<file path="config.mk">
export PLATFORM = sky130hd
export DESIGN_NAME = frame_header_deframer_core
export DESIGN_NICKNAME = d
export VERILOG_FILES = /design/src/rtl/core/fhd_pkg.sv /design/src/rtl/core/frame_header_deframer_core.sv
export SDC_FILE = /design/constraint.sdc
export NUM_CORES = 1
export LEC_CHECK = 0
export ABC_CLOCK_PERIOD_IN_PS = 3200
export BUFFER_PORTS_ARGS = -buffer_cell sky130_fd_sc_hd__buf_4
export CAP_MARGIN = 20
export CELL_PAD_IN_SITES_DETAIL_PLACEMENT = 1
export CELL_PAD_IN_SITES_GLOBAL_PLACEMENT = 2
export CORE_ASPECT_RATIO = 0.8
export CORE_MARGIN = 1
export CORE_UTILIZATION = 35
export CTS_CLUSTER_DIAMETER = 30
export DETAILED_ROUTE_END_ITERATION = 12
export PLACE_DENSITY = 0.84
export SLEW_MARGIN = 10
export SYNTH_ARGS = -nofsm -noshare
export SYNTH_HDL_FRONTEND = slang
export SYNTH_SLANG_ARGS = --single-unit
</file>
<file path="constraint.sdc">
create_clock -name aclk -period 3.2 [get_ports aclk]
set_clock_uncertainty 0.1 [all_clocks]
set_input_delay 0.16 -clock aclk [delete_from_list [all_inputs] [get_ports aclk]]
set_output_delay 0.16 -clock aclk [all_outputs]
set_load 0.01 [all_outputs]
</file>
<file path="src/rtl/core/fhd_pkg.sv">
package fhd_pkg;

    // Header layout, byte offsets into the 20-byte little-endian header
    localparam int HDR_BYTES    = 20;
    localparam int HDR_CNT_W    = $clog2(HDR_BYTES);
    localparam int OFS_VERSION  = 4;
    localparam int OFS_KIND     = 6;
    localparam int OFS_FLAGS    = 8;
    localparam int OFS_LENGTH   = 12;
    localparam int OFS_RESERVED = 16;
    localparam int MAGIC_BYTES  = 4;

    // "TRVR", first byte in the low bits
    localparam logic [31:0] MAGIC_WORD = 32'h5256_5254;

    localparam int DATA_W  = 8;
    localparam int KIND_W  = 16;
    localparam int VER_W   = 16;
    localparam int LEN_W   = 32;
    localparam int ERR_W   = 3;
    localparam int TYPE_W  = 2;
    localparam int CFG_W   = 32;
    localparam int CFG_IDX_W = 2;
    localparam int M_TDATA_W = 64;

    typedef enum logic [TYPE_W-1:0] {
        RT_HEADER  = 2'd0,
        RT_PAYLOAD = 2'd1,
        RT_ERROR   = 2'd2
    } rtype_t;

    typedef enum logic [ERR_W-1:0] {
        ERR_MAGIC    = 3'd0,
        ERR_VERSION  = 3'd1,
        ERR_KIND     = 3'd2,
        ERR_RESERVED = 3'd3,
        ERR_LENGTH   = 3'd4
    } err_code_t;

    typedef enum logic [CFG_IDX_W-1:0] {
        CFG_EXP_VERSION = 2'd0,
        CFG_KIND_MIN    = 2'd1,
        CFG_KIND_MAX    = 2'd2,
        CFG_MAX_PAYLOAD = 2'd3
    } cfg_index_t;

    typedef enum logic {
        PH_HEADER  = 1'b0,
        PH_PAYLOAD = 1'b1
    } phase_t;

endpackage

</file>
<file path="src/rtl/core/frame_header_deframer_core.sv">
// Frame header deframer. Takes one received byte per transaction on s_, collects
// the 20-byte header (magic "TRVR", version, kind, flags, length, reserved, all
// little-endian), checks it at the last header byte and returns one header or
// error transaction on m_; accepted payload bytes then pass through one per
// transaction, the final one with m_tlast. The first 19 header bytes return nothing.
// One byte is taken every cycle while s_tready is high; a result appears on m_
// the cycle after its byte is taken, held in a single output register, and
// s_tready drops only while that register holds a result that m_tready does not
// take. No clearing pass after reset. The configuration registers must be written
// only while the stream is idle; the block itself does not enforce this.
module frame_header_deframer_core (
    input  logic                            aclk,
    input  logic                            aresetn,
    input  logic                            cfg_wr_en,
    input  logic [fhd_pkg::CFG_IDX_W-1:0]   cfg_index,
    input  logic [fhd_pkg::CFG_W-1:0]       cfg_wdata,
    input  logic                            s_tvalid,
    output logic                            s_tready,
    input  logic [fhd_pkg::DATA_W-1:0]      s_tdata,   // [7:0] in_byte
    output logic                            m_tvalid,
    input  logic                            m_tready,
    // [15:0] frame_kind, [47:16] frame_length, [55:48] data_byte,
    // [58:56] error_code, [63:59] zero
    output logic [fhd_pkg::M_TDATA_W-1:0]   m_tdata,
    output logic [fhd_pkg::TYPE_W-1:0]      m_tuser,   // [1:0] result_type
    output logic                            m_tlast
);
    import fhd_pkg::*;

    localparam logic [HDR_CNT_W-1:0] CNT_LAST = HDR_CNT_W'(HDR_BYTES - 1);

    // configuration
    logic [VER_W-1:0]  exp_version_reg;
    logic [KIND_W-1:0] kind_min_reg;
    logic [KIND_W-1:0] kind_max_reg;
    logic [LEN_W-1:0]  max_payload_reg;

    // control state
    phase_t                 phase_reg, phase_next;
    logic [HDR_CNT_W-1:0]   cnt_reg, cnt_next;
    logic [LEN_W-1:0]       rem_reg, rem_next;
    logic                   m_tvalid_reg, m_tvalid_next;

    // header fields as they arrive
    logic                   magic_ok_reg, magic_ok_next;
    logic                   zero_ok_reg, zero_ok_next;
    logic [VER_W-1:0]       version_reg, version_next;
    logic [KIND_W-1:0]      kind_reg, kind_next;
    logic [LEN_W-1:0]       length_reg, length_next;

    // result register
    rtype_t                 out_type_reg;
    logic [KIND_W-1:0]      out_kind_reg;
    logic [LEN_W-1:0]       out_len_reg;
    logic [DATA_W-1:0]      out_data_reg;
    logic                   out_last_reg;
    err_code_t              out_err_reg;

    // result of the current transaction
    logic                   res_valid;
    rtype_t                 res_type;
    logic [KIND_W-1:0]      res_kind;
    logic [LEN_W-1:0]       res_len;
    logic [DATA_W-1:0]      res_data;
    logic                   res_last;
    err_code_t              res_err;

    logic                   in_fire;
    logic                   byte_zero;
    logic                   magic_match;
    logic                   zero_final;

    assign s_tready = !m_tvalid_reg || m_tready;
    assign in_fire  = s_tvalid && s_tready;

    assign byte_zero   = (s_tdata == '0);
    assign magic_match = (s_tdata == MAGIC_WORD[{cnt_reg[1:0], 3'b000} +: DATA_W]);
    assign zero_final  = zero_ok_reg && byte_zero;

    always_comb begin
        phase_next    = phase_reg;
        cnt_next      = cnt_reg;
        rem_next      = rem_reg;
        magic_ok_next = magic_ok_reg;
        zero_ok_next  = zero_ok_reg;
        version_next  = version_reg;
        kind_next     = kind_reg;
        length_next   = length_reg;

        res_valid = 1'b0;
        res_type  = RT_HEADER;
        res_kind  = '0;
        res_len   = '0;
        res_data  = '0;
        res_last  = 1'b0;
        res_err   = ERR_MAGIC;

        if (in_fire) begin
            if (phase_reg == PH_PAYLOAD) begin
                res_valid = 1'b1;
                res_type  = RT_PAYLOAD;
                res_data  = s_tdata;
                rem_next  = rem_reg - LEN_W'(1);
                if (rem_reg <= LEN_W'(1)) begin
                    res_last   = 1'b1;
                    phase_next = PH_HEADER;
                    cnt_next   = '0;
                    rem_next   = '0;
                end
            end else begin
                // fold each byte into its field
                if (cnt_reg == '0) begin
                    magic_ok_next = magic_match;
                    zero_ok_next  = 1'b1;
                end else if (cnt_reg < HDR_CNT_W'(MAGIC_BYTES)) begin
                    magic_ok_next = magic_ok_reg && magic_match;
                end
                if (cnt_reg == HDR_CNT_W'(OFS_VERSION)) begin
                    version_next[7:0] = s_tdata;
                end
                if (cnt_reg == HDR_CNT_W'(OFS_VERSION + 1)) begin
                    version_next[15:8] = s_tdata;
                end
                if (cnt_reg == HDR_CNT_W'(OFS_KIND)) begin
                    kind_next[7:0] = s_tdata;
                end
                if (cnt_reg == HDR_CNT_W'(OFS_KIND + 1)) begin
                    kind_next[15:8] = s_tdata;
                end
                if ((cnt_reg >= HDR_CNT_W'(OFS_FLAGS) && cnt_reg < HDR_CNT_W'(OFS_LENGTH))
                        || cnt_reg >= HDR_CNT_W'(OFS_RESERVED)) begin
                    zero_ok_next = zero_ok_reg && byte_zero;
                end
                if (cnt_reg >= HDR_CNT_W'(OFS_LENGTH) && cnt_reg < HDR_CNT_W'(OFS_RESERVED)) begin
                    length_next[{cnt_reg[1:0], 3'b000} +: DATA_W] = s_tdata;
                end

                if (cnt_reg == CNT_LAST) begin
                    cnt_next  = '0;
                    res_valid = 1'b1;
                    res_last  = 1'b1;
                    res_type  = RT_ERROR;
                    if (!magic_ok_reg) begin
                        res_err = ERR_MAGIC;
                    end else if (version_reg != exp_version_reg) begin
                        res_err = ERR_VERSION;
                    end else if (kind_reg < kind_min_reg || kind_reg > kind_max_reg) begin
                        res_err = ERR_KIND;
                    end else if (!zero_final) begin
                        res_err = ERR_RESERVED;
                    end else if (length_reg > max_payload_reg) begin
                        res_err = ERR_LENGTH;
                    end else begin
                        res_type = RT_HEADER;
                        res_kind = kind_reg;
                        res_len  = length_reg;
                        if (length_reg != '0) begin
                            res_last   = 1'b0;
                            phase_next = PH_PAYLOAD;
                            rem_next   = length_reg;
                        end
                    end
                end else begin
                    cnt_next = cnt_reg + HDR_CNT_W'(1);
                end
            end
        end

        m_tvalid_next = res_valid || (m_tvalid_reg && !m_tready);
    end

    always_ff @(posedge aclk) begin
        if (!aresetn) begin
            exp_version_reg <= VER_W'(1);
            kind_min_reg    <= '0;
            kind_max_reg    <= '1;
            max_payload_reg <= '1;
            phase_reg       <= PH_HEADER;
            cnt_reg         <= '0;
            rem_reg         <= '0;
            m_tvalid_reg    <= 1'b0;
        end else begin
            if (cfg_wr_en) begin
                case (cfg_index)
                    CFG_EXP_VERSION: exp_version_reg <= cfg_wdata[VER_W-1:0];
                    CFG_KIND_MIN:    kind_min_reg    <= cfg_wdata[KIND_W-1:0];
                    CFG_KIND_MAX:    kind_max_reg    <= cfg_wdata[KIND_W-1:0];
                    CFG_MAX_PAYLOAD: max_payload_reg <= cfg_wdata[LEN_W-1:0];
                    default: ;
                endcase
            end
            phase_reg    <= phase_next;
            cnt_reg      <= cnt_next;
            rem_reg      <= rem_next;
            m_tvalid_reg <= m_tvalid_next;
        end
    end

    always_ff @(posedge aclk) begin
        magic_ok_reg <= magic_ok_next;
        zero_ok_reg  <= zero_ok_next;
        version_reg  <= version_next;
        kind_reg     <= kind_next;
        length_reg   <= length_next;
        if (res_valid) begin
            out_type_reg <= res_type;
            out_kind_reg <= res_kind;
            out_len_reg  <= res_len;
            out_data_reg <= res_data;
            out_last_reg <= res_last;
            out_err_reg  <= res_err;
        end
    end

    assign m_tvalid = m_tvalid_reg;
    assign m_tuser  = out_type_reg;
    assign m_tlast  = out_last_reg;
    assign m_tdata  = {{(M_TDATA_W - KIND_W - LEN_W - DATA_W - ERR_W){1'b0}},
                       out_err_reg, out_data_reg, out_len_reg, out_kind_reg};

endmodule

</file>
======== Word-level counts from Yosys, hierarchy flattened ========
Cells that the tools add are included.
W data, S select, Z words.
word-level totals
  bits of input ports ..................... 47
  flip-flop bits (word level) ............. 247
  logic and storage cells ................. 149
cells by class
  $lt $le $gt $ge ......................... 10
  eq/ne operators ......................... 14
  bitwise logic cells ..................... 5
  mux-type cells .......................... 49
  reductions and logical operators ........ 41
  $add $sub $neg .......................... 3
  shift-type cells ........................ 3
operators with widths
  operator                   number
  $mux W32                   9
  $bwmux W32                 1
  $gt A32 B32 Y1             1
  $le A32 B1 Y1 const B      1
  $reduce_bool A32 Y1        1
  $shift A8 B7 Y32 const A   1
  $shiftx A32 B6 Y8 const A  1
  $shiftx A8 B7 Y32          1
  $sub A32 B1 Y32 const B    1
  $mux W1                    28
  $reduce_and A3 Y1          7
  $eq A5 B3 Y1 const B       4
  $gt A16 B16 Y1             1
  $lt A16 B16 Y1             1
  $ne A16 B16 Y1             1
  $mux W5                    3
  $mux W2                    7
  $reduce_and A2 Y1          6
  $reduce_bool A2 Y1         6
  $ge A5 B4 Y1 const B       2
  $eq A8 B8 Y1               1
  $logic_not A8 Y1           1
  $reduce_and A8 Y1          1
  $reduce_or A8 Y1           1
  other kinds (22)           38

======== Depth between registers and ports, before layout ========
Gate-level depths: netlist of run 1.
  word-level depth ........................ 9
  mapped depth ............................ 12
  depth with buffers taken out ............ 10

======== Least setup slack after synthesis of run 1 ========
Ideal clock, no wire load.
  kind .................................... reg-to-reg
  start ................................... reg cnt_reg[0]
  end ..................................... reg rem_reg[11]
  stages on the path, launching flop included .. 8
  buffers on the path ..................... 0
  path slack .............................. -0.037 ns
  library setup time ...................... 0.077 ns
  required time ........................... 3.023 ns
  arrival ................................. 3.060 ns
  cell sequence ........................... dfxtp_1 ha_1 a31oi_1 or2_2 inv_1 nand2_1 or4_1 a31oi_1
on the way
  cells in the longest elaborated chain, start to end .. 3
ends and longest elaborated chain
  item                                 RTL line                           RTL
  start, declared                      frame_header_deframer_core.sv:40   logic [HDR_CNT_W-1:0] cnt_reg, cnt_next;
  start signal, assigned               frame_header_deframer_core.sv:193  cnt_reg <= cnt_next;
  $eq A5 B5 Y1                         frame_header_deframer_core.sv:138  if (cnt_reg == CNT_LAST) begin
  $reduce_bool A2 Y1 (no source line)  n/a
  $reduce_and A8 Y1 (no source line)   n/a
  end signal, assigned                 frame_header_deframer_core.sv:194  rem_reg <= rem_next;
  end, declared                        frame_header_deframer_core.sv:41   logic [LEN_W-1:0] rem_reg, rem_next;
Every way passes these cells.
A chain may end at the register's enable or synchronous reset.

======== Worst setup path after layout of run 1 ========
  start ................................... reg length_reg[6]
  end ..................................... reg rem_reg[1]
on the way
  cells in the longest elaborated chain, start to end .. 3
ends and longest elaborated chain
  item                                                                 RTL line                                                              RTL
  start, declared                                                      frame_header_deframer_core.sv:49                                      logic [LEN_W-1:0] length_reg, length_next;
  start signal, assigned                                               frame_header_deframer_core.sv:204                                     length_reg <= length_next;
  $gt A32 B32 Y1 or $reduce_bool A32 Y1 (tied branches)                frame_header_deframer_core.sv:151, frame_header_deframer_core.sv:157
  $ne A2 B2 Y1 (no source line) or $reduce_bool A2 Y1 (tied branches)  n/a
  $reduce_and A8 Y1 (no source line) (*)                               n/a
Mark *: on every way between the ends. The rest lies on a longest branch, timed or not.

==> qor.yml, run 1 <==
run_status:
  outcome: "finished, final reports clean"
sta:
  rsz0062_at_grt: "true"
  hold_viol: 0
  finalSetupTns_ns: 0
  setup-violations-final: 0
  relSlewSlack_pct: 23.1
  period_minus_slack_ns: 3.06
  fin_crit_sh_pct: 95.8
  max_freq_mhz: 326
  whs_ns: 0.0312
  tightest_slew_ns: 1.15
  drv_slew: 0
drt:
  ant_nets: 0
  dr.pass1.iters: 5
  vias_per_cell: 5.26
  drc: 0
  wl_um: 39400
  routedWlPerCell_um: 21.0
  drt_iter0_drc: 730
  dr_total_vias: 9846
yosys:
  netlist_top_cells_area: "edfxtp_1, dfxtp_1, ha_1"
  synthFlopType: "edfxtp_1"
  synth_area_mm2: 0.0120
  yosysMostFrequentCell: "nand2_1"
  synth_cell_type_count: 75
  synth.avg_cell_area_um2: 10.2
  async_reset_ff_share_pct: 0
  synthTopCellsByCount: "nand2_1, edfxtp_1, dfxtp_1"
  synth_edf_count: 128
  synth-seq-cells: 247
  synth_area_leader_cell: "edfxtp_1"
  ys_warn_count: 0
  synthCells: 1186
  synthDominantCellAreaShare_pct: 31.9
  ys_seq_area_share_pct: 51.7
layout:
  nets: 1510
  n_fill_cell: 3663
  finalNonFillerCells: 1873
  diodes: 0
  layout-drive-gt1-share_pct: 20.6
  final_util_pct: 47.4
  area_delta_synth_final_pct: 32.7
  multi_input_area_mm2: 0.00525
  stdcell_area_mm2: 0.0160
  layout.area.seq_mm2: 0.00623
place:
  dp_cells: 1721
  place_area_mm2: 0.0135
  hpwl_um: 26800
  gp_congestion: 0.853
  io_buffers: 110
floorplan:
  ios: 116
  core_mm2: 0.0337
  row_count: 60
  die_h_um: 168
  die_w_um: 209
  start_util_pct: 35.7
  dieArea_mm2: 0.0352
global_route:
  grt_pass1_vias: 10300
  grt_usage_pct: 22.5
  overflow: 0
  grt_pass1_wl_um: 60500
  antenna_found_initial: 1
  grt_start_max_net_pins: 69
critical_path:
  path_max_fanout: 19
  arrival_ns: 3.36
  crit_type: "flip-flop to flip-flop"
  cp-end-kind: "flip-flop"
  crit_required_ns: 3.49
  critPathLaunchType: "flip-flop"
pwr:
  power.density_mw_per_mm2: 606
  leakagePower_nw: 6.58
  ir_drop_mv: 0.343
clocking:
  cts_tree: "yes"
  clock-root-buffer: "clkbuf_16"
  cts.path.max_buffers: 3
  clkTransAtPathRegs_ns: 0.05
  htreeDepth: 2
  clk_latency_ns: 0.57
  cts.sinks: 247
  cts_made_buffers: 57
hold_path:
  hold_path_class: "primary input to flip-flop"
job:
  maxCapViolations: 0
==> worst paths after layout <==
check / start / endpoint / slack, ns / depth (start not counted)
setup reg to reg: length_reg[6] / rem_reg[1] / 0.14 / 11
hold / removal: m_tready / m_tvalid / 0.03 / 3
setup / recovery: length_reg[6] / rem_reg[1] / 0.14 / 11
hold reg to reg: kind_min_reg[12] / kind_min_reg[12] / 0.36 / 2
==> cell type report <==
class / instances / area share (%)
flip-flops and latches: 247 / 39.0
well taps: 434 / 3.40
repair buffers: 199 / 10.3
clock buffers: 72 / 10.4
inverters: 94 / 2.23
clock inverters: 36 / 1.91
multi-input cells: 791 / 32.8
==> cells in the final DEF (no fill, tap or decap), types with 17 or more instances in the layout <==
cell / Yosys / final
and2_1: 91 / 91
edfxtp_1: 128 / 128
dfxtp_1: 119 / 119
nand3_1: 17 / 17
ha_1: 73 / 73
nor2_1: 43 / 42
o211ai_1: 54 / 54
clkbuf_16: 0 / 63
o21ai_0: 17 / 17
nand4_1: 21 / 21
nand2_1: 165 / 165
dlygate4sd3_1: 0 / 43
a21oi_1: 76 / 76
inv_1: 93 / 91
xnor2_1: 27 / 27
buf_4: 6 / 153
nor3_1: 36 / 36
==> routing by layer <==
layer  track usage, %  part of all wire [%]
met1             32.1                    49
met2             34.6                    44
met4             7.03                   2.1
met5                0                     0
met3             3.88                   4.8
==> power breakdown <==
part | switching [W] | internal [W]
Clock | 0.00194 | 0.00385
Sequential | 0.0000254 | 0.00337
Combinational | 0.000288 | 0.000191
==> timing repair <==
| action | 4_1_cts | 5_1_grt |
|---|---|---|
| gates resized for setup | 0 | 5 |
| buffers inserted | 0 | 1 |
| endpoints found under the hold margin | 144 | 0 |
| setup endpoints to repair | 0 | 25 |
| hold buffers | 43 | 0 |
==> worst max-delay path, cell delays in order, from the launching register on <==
cell      delay, ns
edfxtp_1       0.46
ha_1           0.31
nand2_1        0.09
o21ai_1        0.12
a221o_1        0.34
a31o_1         0.20
o311ai_2       0.40
buf_4          0.21
a31oi_4        0.11
buf_12         0.19
a211oi_1       0.28
a211oi_2       0.07
==> through the flow <==
step / setup WS [ns] / total power (W)
detailed placement: 0.0861 / 0.00387
floorplan: 0.454 / 0.00369
global route: -0.00251 / 0.00996
CTS: 0.0582 / 0.00973
finish: 0.136 / 0.00967
global placement: 0.147 / 0.00386
==> cells by family after synthesis <==
logic type / share of synthesized area [%]
flops: 51.7
compound gates: 13.3
mux: 0.592
simple gates: 19.3
buf+inv: 5.16
other cells: 0.0311
fa+ha+maj: 7.59
xor+xnor: 2.33
Power figures use the tool's default switching activity.
==> inputs of run 2 (changes only) <==
Settings changed: SETUP_SLACK_MARGIN set to 0.15.
==> run 2 against run 1 <==
- final cell count rose by 0.59%
- routed wire length rose by 1.5%
- sequential share of layout area fell by 0.55 points
- total power rose by 0.19%
- cell area rose by 1.4%
- sequential power barely moved
- worst hold slack improved by 0.0020 ns
- critical endpoint is now rem_reg[31]
- critical path depth fell by 2
- via count rose by 0.86%
- register-to-register slack barely moved
- combinational power rose by 3%
==> qor.yml, run 2 (same netlist as run 1, synthesis figures left out) <==
run_status:
  outcome: "finished, final reports clean"
critical_path:
  critPathLaunchType: "flip-flop"
  arrival_ns: 3.44
  r2r_cells: 9
  cp-end-kind: "flip-flop"
  crit_required_ns: 3.56
  r2r-start: "kind_reg[3]"
  path_max_fanout: 29
  crit_type: "flip-flop to flip-flop"
  r2r_end: "rem_reg[31]"
  r2r_slack_ns: 0.12
drt:
  drt_iter0_drc: 733
  drc: 0
  dr.pass1.iters: 5
  dr_total_vias: 9931
  wl_um: 40000
  routedWlPerCell_um: 21.2
  vias_per_cell: 5.27
  ant_nets: 0
pwr:
  leakagePower_nw: 6.64
  ir_drop_mv: 0.335
  power.density_mw_per_mm2: 598
floorplan:
  row_count: 60
  ios: 116
  dieArea_mm2: 0.0352
  start_util_pct: 35.7
  die_w_um: 209
  core_mm2: 0.0337
  die_h_um: 168
sta:
  drv_slew: 0
  setup-violations-final: 0
  finalSetupTns_ns: 0
  period_minus_slack_ns: 3.08
  fin_crit_sh_pct: 96.2
  max_freq_mhz: 325
  tightest_slew_ns: 1.14
  hold_viol: 0
  relSlewSlack_pct: 23.9
  rsz0062_at_grt: "true"
place:
  place_area_mm2: 0.0135
  hpwl_um: 26800
  io_buffers: 110
  gp_congestion: 0.853
hold_path:
  hold_path_class: "primary input to flip-flop"
  hold_end: "exp_version_reg[15]"
  hp-start: "cfg_index[1]"
  hold_depth: 5
layout:
  stdcell_area_mm2: 0.0162
  layout_common_cells: "nand2_1, buf_4, edfxtp_1, dfxtp_1"
  area_delta_synth_final_pct: 34.6
  final_common_cell: "nand2_1"
  nets: 1521
  n_fill_cell: 3659
  diodes: 0
  layout-drive-gt1-share_pct: 22.2
global_route:
  grt_pass1_wl_um: 60600
  met3_usage_pct: 3.88
  grt_pass1_vias: 10300
  globalRouteMet2Util_pct: 34.7
  overflow: 0
  grt_usage_pct: 22.5
  top_usage_layer: "met2"
  antenna_found_initial: 1
  met1_usage_pct: 32.1
  grt_start_max_net_pins: 69
clocking:
  clkTransAtPathRegs_ns: 0.05
  cts_made_buffers: 57
  clock-root-buffer: "clkbuf_16"
  htreeDepth: 2
  cts.path.max_buffers: 3
  cts.sinks: 247
  clk_latency_ns: 0.57
  cts_tree: "yes"
job:
  maxCapViolations: 0
[run 2: cell count changes in the layout (fill, tap and decap cells not counted), moves of 2 or more]
cell	before	now
buf_4	153	162
a21oi_2	0	2
buf_6	0	2
a211oi_1	4	1
a21oi_1	76	74
ha_4	0	4
a211oi_4	0	2
ha_1	73	69
[run 2: how the worst max path moves through the flow]
stage / from / end / slack [ns] / depth (start not counted)
2_1_floorplan: kind_reg[11] / rem_reg[30] / 0.45 / 11
4_1_cts: kind_reg[1] / rem_reg[16] / 0.15 / 9
3_3_place_gp: kind_reg[11] / rem_reg[31] / 0.15 / 10
3_5_place_dp: kind_reg[10] / rem_reg[1] / 0.09 / 10
5_1_grt: kind_reg[13] / rem_reg[31] / 0.04 / 10
6_report: kind_reg[3] / rem_reg[31] / 0.12 / 9
[run 2: cell type report]
cell class | count | area [um^2] | share of cell area, %
sequential | 247 | 6230 | 38.4
timing repair buffer | 210 | 1730 | 10.7
clock buffer | 72 | 1660 | 10.2
multi-input combinational | 791 | 5380 | 33.2
inverter | 94 | 357 | 2.20
tap | 434 | 543 | 3.35
clock inverter | 36 | 305 | 1.88
[run 2: where the power goes]
part / internal [W] / switching [W]
clock network: 0.00385 / 0.00195
logic: 0.000199 / 0.000296
registers: 0.00337 / 0.0000256
[run 2: what timing repair did]
item                                    CTS  global route
buffers inserted                          2            10
hold buffers                             43             0
pin swaps                                 2             5
resized for setup                         2            25
endpoints found under the setup margin   19            77
endpoints found under the hold margin   144             0
[run 2: metal layers]
metal	vias up	part of all wire [%]
li1	4684	-
met1	4931	49
met2	258	44
met3	58	5.2
met4	0	2.1
met5	-	0
[run 2: critical path, cell delays in order, from the launching register on]
cell and delay [ns]:
edfxtp_1 0.48, ha_1 0.33, o21ai_0 0.20, a2111oi_4 0.46, a211oi_4 0.11, a2111oi_4 0.51
a31oi_4 0.17, buf_12 0.20, o211a_1 0.23, a31o_1 0.17
[run 2: stage by stage]
step                total power, W  hold slack (ns)  setup WS (ns)  std cells  util (%)
global placement           0.00386            0.298          0.147       1721      40.2
floorplan                  0.00369            0.159          0.454       1190         -
detailed placement         0.00387            0.303         0.0861       1721      40.2
global route               0.00997           0.0511         0.0423       1884      48.1
CTS                        0.00973           0.0107          0.147       1874      47.4
finish                     0.00969           0.0333          0.122       1884      48.1
